$ cat src/tdrs_pkg.sv
// shared types, widths and source codes for the torus deflection route selector
// no dependencies
package tdrs_pkg;

  localparam int COORD_BITS = 4;
  localparam int DEST_BITS  = 3 * COORD_BITS;
  localparam int NUM_PORTS  = 3;
  localparam int SRC_BITS   = 3;
  localparam int CFG_IDX_BITS = 2;

  localparam int IN_BITS  = 3 * (1 + DEST_BITS) + NUM_PORTS;
  localparam int IN_TDATA_BITS  = ((IN_BITS + 7) / 8) * 8;
  localparam int OUT_BITS = 3 * SRC_BITS + 2 * NUM_PORTS;
  localparam int OUT_TDATA_BITS = ((OUT_BITS + 7) / 8) * 8;

  localparam int PORT_X = 0;
  localparam int PORT_Y = 1;
  localparam int PORT_Z = 2;

  typedef enum logic [CFG_IDX_BITS-1:0] {
    REG_NODE_X = 2'd0,
    REG_NODE_Y = 2'd1,
    REG_NODE_Z = 2'd2
  } cfg_reg_t;

  typedef enum logic [SRC_BITS-1:0] {
    SRC_XNEG = 3'd0,
    SRC_YNEG = 3'd1,
    SRC_ZNEG = 3'd2,
    SRC_INJ  = 3'd3,
    SRC_IDLE = 3'd4
  } src_t;

  typedef logic [COORD_BITS-1:0] coord_t;
  typedef logic [DEST_BITS-1:0]  dest_t;

  typedef struct packed {
    coord_t z;
    coord_t y;
    coord_t x;
  } node_t;

  typedef struct packed {
    logic live;
    logic eject;
    logic at_x;
    logic at_y;
  } lane_info_t;

  typedef struct packed {
    logic [NUM_PORTS-1:0] free_mask;
    logic [NUM_PORTS-1:0] eject_mask;
    src_t                 zpos_source;
    src_t                 ypos_source;
    src_t                 xpos_source;
  } route_t;

endpackage

$ cat src/tdrs_lane.sv
// per-link lane: compares one arriving flit destination against this node
// depends on tdrs_pkg
module tdrs_lane
  import tdrs_pkg::*;
(
  input  logic       flit_valid,
  input  dest_t      flit_dest,
  input  node_t      node,
  output lane_info_t info
);

  coord_t dx, dy, dz;
  logic   at_x, at_y, at_z;

  always_comb begin
    dx = flit_dest[COORD_BITS-1:0];
    dy = flit_dest[2*COORD_BITS-1:COORD_BITS];
    dz = flit_dest[3*COORD_BITS-1:2*COORD_BITS];
    at_x = (dx == node.x);
    at_y = (dy == node.y);
    at_z = (dz == node.z);
    info.eject = flit_valid && at_x && at_y && at_z;
    info.live  = flit_valid && !info.eject;
    info.at_x  = at_x;
    info.at_y  = at_y;
  end

endmodule

$ cat src/tdrs_merge.sv
// merge stage: allocates output ports from the three lanes in z, y, x order
// and grants injection on ports left idle; depends on tdrs_pkg
module tdrs_merge
  import tdrs_pkg::*;
(
  input  lane_info_t           lane_x,
  input  lane_info_t           lane_y,
  input  lane_info_t           lane_z,
  input  logic [NUM_PORTS-1:0] inject_request,
  output route_t               route
);

  src_t src_x, src_y, src_z;
  logic [NUM_PORTS-1:0] free_mask;

  always_comb begin
    src_x = SRC_IDLE;
    src_y = SRC_IDLE;
    src_z = SRC_IDLE;

    // z flit always continues on zpos
    if (lane_z.live) begin
      src_z = SRC_ZNEG;
    end

    if (lane_y.live) begin
      if (!lane_y.at_y) begin
        src_y = SRC_YNEG;
      end else if (src_z == SRC_IDLE) begin
        src_z = SRC_YNEG;
      end else begin
        src_y = SRC_YNEG;
      end
    end

    if (lane_x.live) begin
      if (!lane_x.at_x) begin
        src_x = SRC_XNEG;
      end else if (!lane_x.at_y) begin
        if (src_y == SRC_IDLE) begin
          src_y = SRC_XNEG;
        end else begin
          src_x = SRC_XNEG;
        end
      end else if (src_z == SRC_IDLE) begin
        src_z = SRC_XNEG;
      end else if (src_y == SRC_IDLE) begin
        src_y = SRC_XNEG;
      end else begin
        src_x = SRC_XNEG;
      end
    end

    free_mask[PORT_X] = (src_x == SRC_IDLE);
    free_mask[PORT_Y] = (src_y == SRC_IDLE);
    free_mask[PORT_Z] = (src_z == SRC_IDLE);

    route.xpos_source = (free_mask[PORT_X] && inject_request[PORT_X]) ? SRC_INJ : src_x;
    route.ypos_source = (free_mask[PORT_Y] && inject_request[PORT_Y]) ? SRC_INJ : src_y;
    route.zpos_source = (free_mask[PORT_Z] && inject_request[PORT_Z]) ? SRC_INJ : src_z;
    route.free_mask   = free_mask;
    route.eject_mask  = {lane_z.eject, lane_y.eject, lane_x.eject};
  end

endmodule

$ cat src/torus_deflection_route_select.sv
// top level of the torus deflection route selector: three lanes, merge, output register
// depends on tdrs_pkg, tdrs_lane, tdrs_merge
//
// channel  dir  handshake                 payload
// s_axis   in   s_tvalid / s_tready       s_tdata  (48 bits, link headers and requests)
// m_axis   out  m_tvalid / m_tready       m_tdata  (16 bits, sources and masks)
// cfg      in   cfg_valid / cfg_ready     cfg_index, cfg_data (node coordinates)
//
// one item per cycle while s_tready stays high; a result appears in the cycle after its input transfer
// latency is set by the single output register behind the lane compare and merge logic
// rst is synchronous, active high; node coordinates reset to zero
// s_tready drops only while a held result is not taken; cfg_ready is always high
module torus_deflection_route_select
  import tdrs_pkg::*;
(
  input  logic                      clk,
  input  logic                      rst,
  input  logic                      s_tvalid,
  output logic                      s_tready,
  // xneg_valid, xneg_dest, yneg_valid, yneg_dest, zneg_valid, zneg_dest, inject_request
  input  logic [IN_TDATA_BITS-1:0]  s_tdata,
  output logic                      m_tvalid,
  input  logic                      m_tready,
  // xpos_source, ypos_source, zpos_source, eject_mask, inject_free_mask
  output logic [OUT_TDATA_BITS-1:0] m_tdata,
  input  logic                      cfg_valid,
  output logic                      cfg_ready,
  input  logic [CFG_IDX_BITS-1:0]   cfg_index,
  input  logic [COORD_BITS-1:0]     cfg_data
);

  localparam int XV = 0;
  localparam int XD = XV + 1;
  localparam int YV = XD + DEST_BITS;
  localparam int YD = YV + 1;
  localparam int ZV = YD + DEST_BITS;
  localparam int ZD = ZV + 1;
  localparam int RQ = ZD + DEST_BITS;

  node_t      node;
  lane_info_t lane_x, lane_y, lane_z;
  route_t     route;
  route_t     result;
  logic       in_xfer;

  assign cfg_ready = 1'b1;
  assign s_tready  = !m_tvalid || m_tready;
  assign in_xfer   = s_tvalid && s_tready;

  always_ff @(posedge clk) begin
    if (rst) begin
      node <= '0;
    end else if (cfg_valid && cfg_ready) begin
      unique case (cfg_index)
        REG_NODE_X: node.x <= cfg_data;
        REG_NODE_Y: node.y <= cfg_data;
        REG_NODE_Z: node.z <= cfg_data;
        default: ;
      endcase
    end
  end

  tdrs_lane u_lane_x (
    .flit_valid (s_tdata[XV]),
    .flit_dest  (s_tdata[XD +: DEST_BITS]),
    .node       (node),
    .info       (lane_x)
  );

  tdrs_lane u_lane_y (
    .flit_valid (s_tdata[YV]),
    .flit_dest  (s_tdata[YD +: DEST_BITS]),
    .node       (node),
    .info       (lane_y)
  );

  tdrs_lane u_lane_z (
    .flit_valid (s_tdata[ZV]),
    .flit_dest  (s_tdata[ZD +: DEST_BITS]),
    .node       (node),
    .info       (lane_z)
  );

  tdrs_merge u_merge (
    .lane_x         (lane_x),
    .lane_y         (lane_y),
    .lane_z         (lane_z),
    .inject_request (s_tdata[RQ +: NUM_PORTS]),
    .route          (route)
  );

  always_ff @(posedge clk) begin
    if (rst) begin
      m_tvalid <= 1'b0;
    end else if (in_xfer) begin
      m_tvalid <= 1'b1;
    end else if (m_tready) begin
      m_tvalid <= 1'b0;
    end
  end

  always_ff @(posedge clk) begin
    if (in_xfer) begin
      result <= route;
    end
  end

  assign m_tdata = {{(OUT_TDATA_BITS - OUT_BITS){1'b0}},
                    result.free_mask, result.eject_mask,
                    result.zpos_source, result.ypos_source, result.xpos_source};

  // injection only lands on a port left free by passthrough
  a_inj_on_free: assert property (@(posedge clk) disable iff (rst)
    m_tvalid |-> ((result.xpos_source != SRC_INJ) || result.free_mask[PORT_X]) &&
                 ((result.ypos_source != SRC_INJ) || result.free_mask[PORT_Y]) &&
                 ((result.zpos_source != SRC_INJ) || result.free_mask[PORT_Z]))
    else $error("injection granted on occupied port");

  // a free port carries either nothing or injection
  a_free_idle: assert property (@(posedge clk) disable iff (rst)
    m_tvalid |-> (!result.free_mask[PORT_X] || result.xpos_source == SRC_IDLE ||
                  result.xpos_source == SRC_INJ) &&
                 (!result.free_mask[PORT_Y] || result.ypos_source == SRC_IDLE ||
                  result.ypos_source == SRC_INJ) &&
                 (!result.free_mask[PORT_Z] || result.zpos_source == SRC_IDLE ||
                  result.zpos_source == SRC_INJ))
    else $error("free port carries passthrough flit");

  // every live flit takes exactly one output port
  a_flit_count: assert property (@(posedge clk) disable iff (rst)
    in_xfer |-> ($countones({lane_x.live, lane_y.live, lane_z.live}) ==
                 NUM_PORTS - $countones(route.free_mask)))
    else $error("flit lost or duplicated");

  // a new transfer never overwrites a result still waiting
  a_no_overwrite: assert property (@(posedge clk) disable iff (rst)
    in_xfer |-> (!m_tvalid || m_tready))
    else $error("held result overwritten");

endmodule

$ cat config.mk
export PLATFORM = sky130hd
export DESIGN_NAME = torus_deflection_route_select
export DESIGN_NICKNAME = d
export VERILOG_FILES = /design/src/tdrs_pkg.sv /design/src/tdrs_lane.sv /design/src/tdrs_merge.sv /design/src/torus_deflection_route_select.sv
export SDC_FILE = /design/constraint.sdc
export NUM_CORES = 1
export LEC_CHECK = 0
export BUFFER_PORTS_ARGS = -buffer_cell sky130_fd_sc_hd__buf_2
export CORE_MARGIN = 4
export CORE_UTILIZATION = 46
export CTS_BUF_LIST = sky130_fd_sc_hd__clkbuf_16
export DETAILED_ROUTE_END_ITERATION = 16
export PLACE_DENSITY_LB_ADDON = 0.15
export SYNTH_ARGS = -nofsm -noshare
export SYNTH_HDL_FRONTEND = slang
export SYNTH_SLANG_ARGS = --single-unit
export TNS_END_PERCENT = 30
$ cat constraint.sdc
create_clock -name clk -period 1.7 [get_ports clk]
set_input_delay 0.085 -clock clk [delete_from_list [all_inputs] [get_ports clk]]
set_output_delay 0.085 -clock clk [all_outputs]
set_load 0.1 [all_outputs]
### After elaboration in Yosys (flattened, before gate mapping)

Index checks and enable logic that the tools add are counted.

* bits in registers: 28

* equal/unequal tests: 17
* muxes and demuxes: 23
* reduce and logical (&&, ||, !) cells: 26

Operators with widths (number)
* 3-bit 2-to-1 mux: 21
* 4-bit == test: 9
* 3-bit == test, second input constant: 6
* 1-bit logical AND: 16
* 2-bit AND reduction: 3
* 1-bit zero test: 4
* 2-bit by 1-bit == test with 1-bit output, second input constant: 1
* 2-bit == test, second input constant: 1
* 2-bit zero test: 1
* 1-bit 2-to-1 mux: 2
* 2-bit nonzero test: 1
* 1-bit logical OR: 1

### Depth between registers and ports, before layout

* depth after elaboration: 19
* gate-level depth with buffers: 5
* mapped depth without buffers: 5

### Cells and area by module

From an unflattened synthesis, not the netlist that was laid out.

* cell total of the unflattened synthesis: 165
* area, all modules: 1839.3 µm²

By module, submodules not included
* torus_deflection_route_select: instances 1, cells an instance 70, area each 1018.5 µm², seq. area each 710.7 µm²
* tdrs_lane: instances 3, cells an instance 23, area each 212.7 µm², seq. area each 0.0 µm²
* tdrs_merge: instances 1, cells an instance 26, area each 182.7 µm², seq. area each 0.0 µm²

### Worst setup path before layout

No wires, ideal clock.

* kind: reg2reg
* from: register m_tvalid
* to: register result, in the netlist m_tdata[10], enable pin
* data arrival time: 2.359 ns
* required time: 1.390 ns
* slack: -0.969 ns
* stages on the path, launching flop included: 3
* cells stage by stage: dfxtp_1 -> nand2b_1 -> and2_1

* word-level cells in the longest chain between the ends: 3

Ends and longest elaborated chain
* start: declaration: RTL line torus_deflection_route_select.sv:22 `output logic m_tvalid,`
* start signal: assignment: RTL line torus_deflection_route_select.sv:94 `m_tvalid <= 1'b0;`
* start signal: assignment: RTL line torus_deflection_route_select.sv:96 `m_tvalid <= 1'b1;`
* start signal: assignment: RTL line torus_deflection_route_select.sv:98 `m_tvalid <= 1'b0;`
* 1-bit zero test: RTL line torus_deflection_route_select.sv:47 `assign s_tready = !m_tvalid || m_tready;`
* 1-bit logical OR: RTL line torus_deflection_route_select.sv:47
* net s_tready: RTL line torus_deflection_route_select.sv:19 `output logic s_tready,`
* 1-bit logical AND: RTL line torus_deflection_route_select.sv:48 `assign in_xfer = s_tvalid && s_tready;`
* net in_xfer: RTL line torus_deflection_route_select.sv:44 `logic in_xfer;`
* end signal: assignment: RTL line torus_deflection_route_select.sv:104 `result <= route;`
* end: declaration: RTL line torus_deflection_route_select.sv:43 `route_t result;`

The timed path passes the listed nets, and every way through them passes these cells.
A chain may end at the register's enable or synchronous reset.

### Worst setup path in the final report

* from: register, netlist name node[6]
* to: register result, in the netlist m_tdata[3], data pin

* word-level cells in the longest chain between the ends: 18
* elaborated cells between the ends (all ways): 32
* those cells by class: 7 x eq/ne; 12 x mux; 13 x reduce/logical

Ends and longest elaborated chain
* 4-bit == test: RTL line tdrs_lane.sv:20 `at_y = (dy == node.y);`
* 1-bit logical AND (2 in a row): RTL line tdrs_lane.sv:22 `info.eject = flit_valid && at_x && at_y && at_z;`
* 1-bit zero test: RTL line tdrs_lane.sv:23 `info.live = flit_valid && !info.eject;`
* 1-bit logical AND: RTL line tdrs_lane.sv:23
* 3-bit 2-to-1 mux: RTL line tdrs_merge.sv:22 `if (lane_z.live) begin`
* 3-bit == test: RTL line tdrs_merge.sv:29 `end else if (src_z == SRC_IDLE) begin`
* 3-bit 2-to-1 mux: RTL line tdrs_merge.sv:29
* 3-bit 2-to-1 mux: RTL line tdrs_merge.sv:27 `if (!lane_y.at_y) begin`
* 3-bit 2-to-1 mux: RTL line tdrs_merge.sv:26 `if (lane_y.live) begin`
* 3-bit == test: RTL line tdrs_merge.sv:40, tdrs_merge.sv:47
* 3-bit 2-to-1 mux: RTL line tdrs_merge.sv:40, tdrs_merge.sv:47
* 3-bit 2-to-1 mux: RTL line tdrs_merge.sv:45 `end else if (src_z == SRC_IDLE) begin`
* 3-bit 2-to-1 mux: RTL line tdrs_merge.sv:39 `end else if (!lane_x.at_y) begin`
* 3-bit 2-to-1 mux: RTL line tdrs_merge.sv:37 `if (!lane_x.at_x) begin`
* 3-bit 2-to-1 mux (*): RTL line tdrs_merge.sv:36 `if (lane_x.live) begin`
* 3-bit == test: RTL line tdrs_merge.sv:55 `free_mask[PORT_Y] = (src_y == SRC_IDLE);`
* 1-bit logical AND: RTL line tdrs_merge.sv:59 `route.ypos_source = (free_mask[PORT_Y] && inject_request[PORT_Y]) ? SRC_INJ : src_y;`

Mark *: on every way between the ends. The rest lies on a longest branch, timed or not.

==> metrics.txt <==
r2r setup slk -60 ps; gr ovfl total 0; crit path time final 1760 ps; Initial Utilization 47.8%; Rows 21; Min-Delay Path Depth 3; FF+latch count, synth 27; synth warn 0; CTS max path bufs 2; clk sink count 27; final setup margin -62.9 ps; status finished with violations; RR Startpoint node[6]; clock latency at the later pin of the worst-skew pair 260 ps; Final Power 1810 uW; CTS tree done; core area 3340 um^2; antenna viol nets, final 0; post-DP HPWL around 3200 um; GRT Overall Usage 18.4%; crit path max fanout 4; Hold Buf Count CTS 0; Lkg Pwr 0.00106 uW; Pwr Density 758 nW/um^2; HP Start s_tvalid; I/O pin total 78; Startpoint Class register; H-tree levels 1; Routed wire per std cell 14.3 um; Area Overhead vs Synth 50.1%; vias post-DR 1422; r2r endpoint m_tdata[3]; Slew Limit Fails 0; number of global-route vias before repair 1348; number of synthesized flops with an enable pin 14; Via-to-Cell Ratio 4.99; Mapped Avg Cell Area 10.8 um^2; cells after synthesis between 100 and 150; largest net degree at the start of global routing 16; port buffer count 69; count leader, synth xnor2_1; Synth area leaders edfxtp_1, xnor2_1, dfxtp_1; Worst-path clk slew 70 ps; Die Footprint 4470 um^2; Required @ worst endpoint 1710 ps; Clock Skew 2.97 ps; count of cell types in the netlist 34; number of DRC markers in iteration 0 76; Post-synth ARST share 0%; global-route wire length before repair about 6200 um; Die Y 66.9 um; crit end category register; Pre-Repair DR Iteration Count 4; DRC errors left 0; syn_nets 206; final setup vio count 5; final hold viol count 0; DRT Wirelength 4080 um; die width 66.9 um; RSZ-0062 raised after global routing true; Top FF cell, synth edfxtp_1; Seq/Total Area, Yosys 42.7%; initial antenna violation count 0; post-synth design cell area 1590 um^2; diode count 0; peak supply drop slightly below 500 uV; failing checks negative setup slack; Root Buffer Master clkbuf_16; Yosys top cell by area edfxtp_1; post-synth top area share 26.4%; number of fill cells 255; gp weighted congestion 0.806; TritonCTS Buffers 3; max-capacitance violation count 0; category of the most critical setup path register to register; share of cells above drive strength 1 between 50 and 60%; Hold Crit Class input pin to register; Max Fclk roughly 570 MHz; Post-synth top cells xnor2_1, nor2_1, edfxtp_1, dfxtp_1, mux2i_1; setup TNS -142 ps; hold path endpoint m_tvalid; Reg2Reg Depth 7; Final #Nets between 200 and 300; Arr. time, crit path 1780 ps; Final period util 104%
-- routing by layer --
metal	global-route usage, %	share of wire [%]
met2	34.7	56
met3	2.87	6.0
met4	6.08	1.2
met1	20.9	36
met5	0	0
-- power breakdown --
part | leakage [uW] | internal (uW) | switching [uW]
registers | 0.000249 | 721 | 21.3
clock network | 0.0000409 | 317 | 212
logic | 0.000771 | 185 | 357
-- critical path: stages (launching register included) --
cell and delay, ps:
dfxtp_2 340, buf_4 150, xnor2_2 170, nand4_1 200
o31ai_2 320, buf_4 190, a21o_1 90, o21ai_1 60
-- kinds of logic after synthesis --
kind of cell	after synthesis	synth area share, %
flops	27	42.7
buf+inv	6	2.12
compound gates	13	7.85
xor+xnor	36	19.8
other cells	2	0.471
mux	12	7.54
simple gates	51	19.5
-- sequential cells by signal (all words and copies together), names as in the netlist --
| signal | cells |
|---|---|
| m_tdata | 14 |
| m_tvalid | 1 |
| node | 12 |
-- layout make-up --
type / instances / area, um^2 / share of cell area, %
Tap cell: 46 / 57.6 / 2.41
Inverter: 2 / 7.51 / 0.314
Sequential cell: 27 / 701 / 29.3
Multi-Input combinational cell: 114 / 1030 / 43.0
Timing Repair Buffer: 92 / 518 / 21.7
Clock buffer: 3 / 75.1 / 3.14
Clock inverter: 1 / 5.00 / 0.209
-- how the worst max path moves through the flow --
stage                  start          end  cells after the start
floorplan           m_tvalid  m_tdata[10]                      2
global placement     node[1]   m_tdata[4]                      5
detailed placement   node[1]   m_tdata[4]                      5
CTS                  node[7]   m_tdata[3]                      7
global route         node[7]   m_tdata[3]                      7
finish               node[6]   m_tdata[3]                      7
-- cells in the final DEF (no fill, tap or decap), types with 7 or more instances in the layout --
| cell type | Yosys | layout |
|---|---|---|
| buf_2 | 0 | 69 |
| buf_4 | 3 | 23 |
| xnor2_1 | 32 | 22 |
| nor2_1 | 15 | 14 |
| edfxtp_1 | 14 | 14 |
| mux2i_1 | 12 | 12 |
| xnor2_2 | 0 | 10 |
| dfxtp_2 | 0 | 10 |
| nand4_1 | 8 | 8 |
| nand2_1 | 7 | 7 |
-- stage by stage --
stage	worst slack (ps)	hold WS, ps	instance area, um^2	instances	util (%)
floorplan	15.5	147	1600	147	-
global placement	-21.8	320	2090	273	62.7
detailed placement	-45.2	332	2090	273	62.7
CTS	4.35	56.3	2250	278	67.3
global route	-130	84.7	2390	285	71.7
finish	-62.9	60.2	2390	285	71.7
-- repair_timing --
| action | 4_1_cts | 5_1_grt |
|---|---|---|
| resized for setup | 15 | 18 |
| pin swaps | 5 | 16 |
| setup endpoints to repair | 6 | 10 |
| setup buffers | 1 | 7 |
Note: power is estimated with default switching activity, not from simulation.
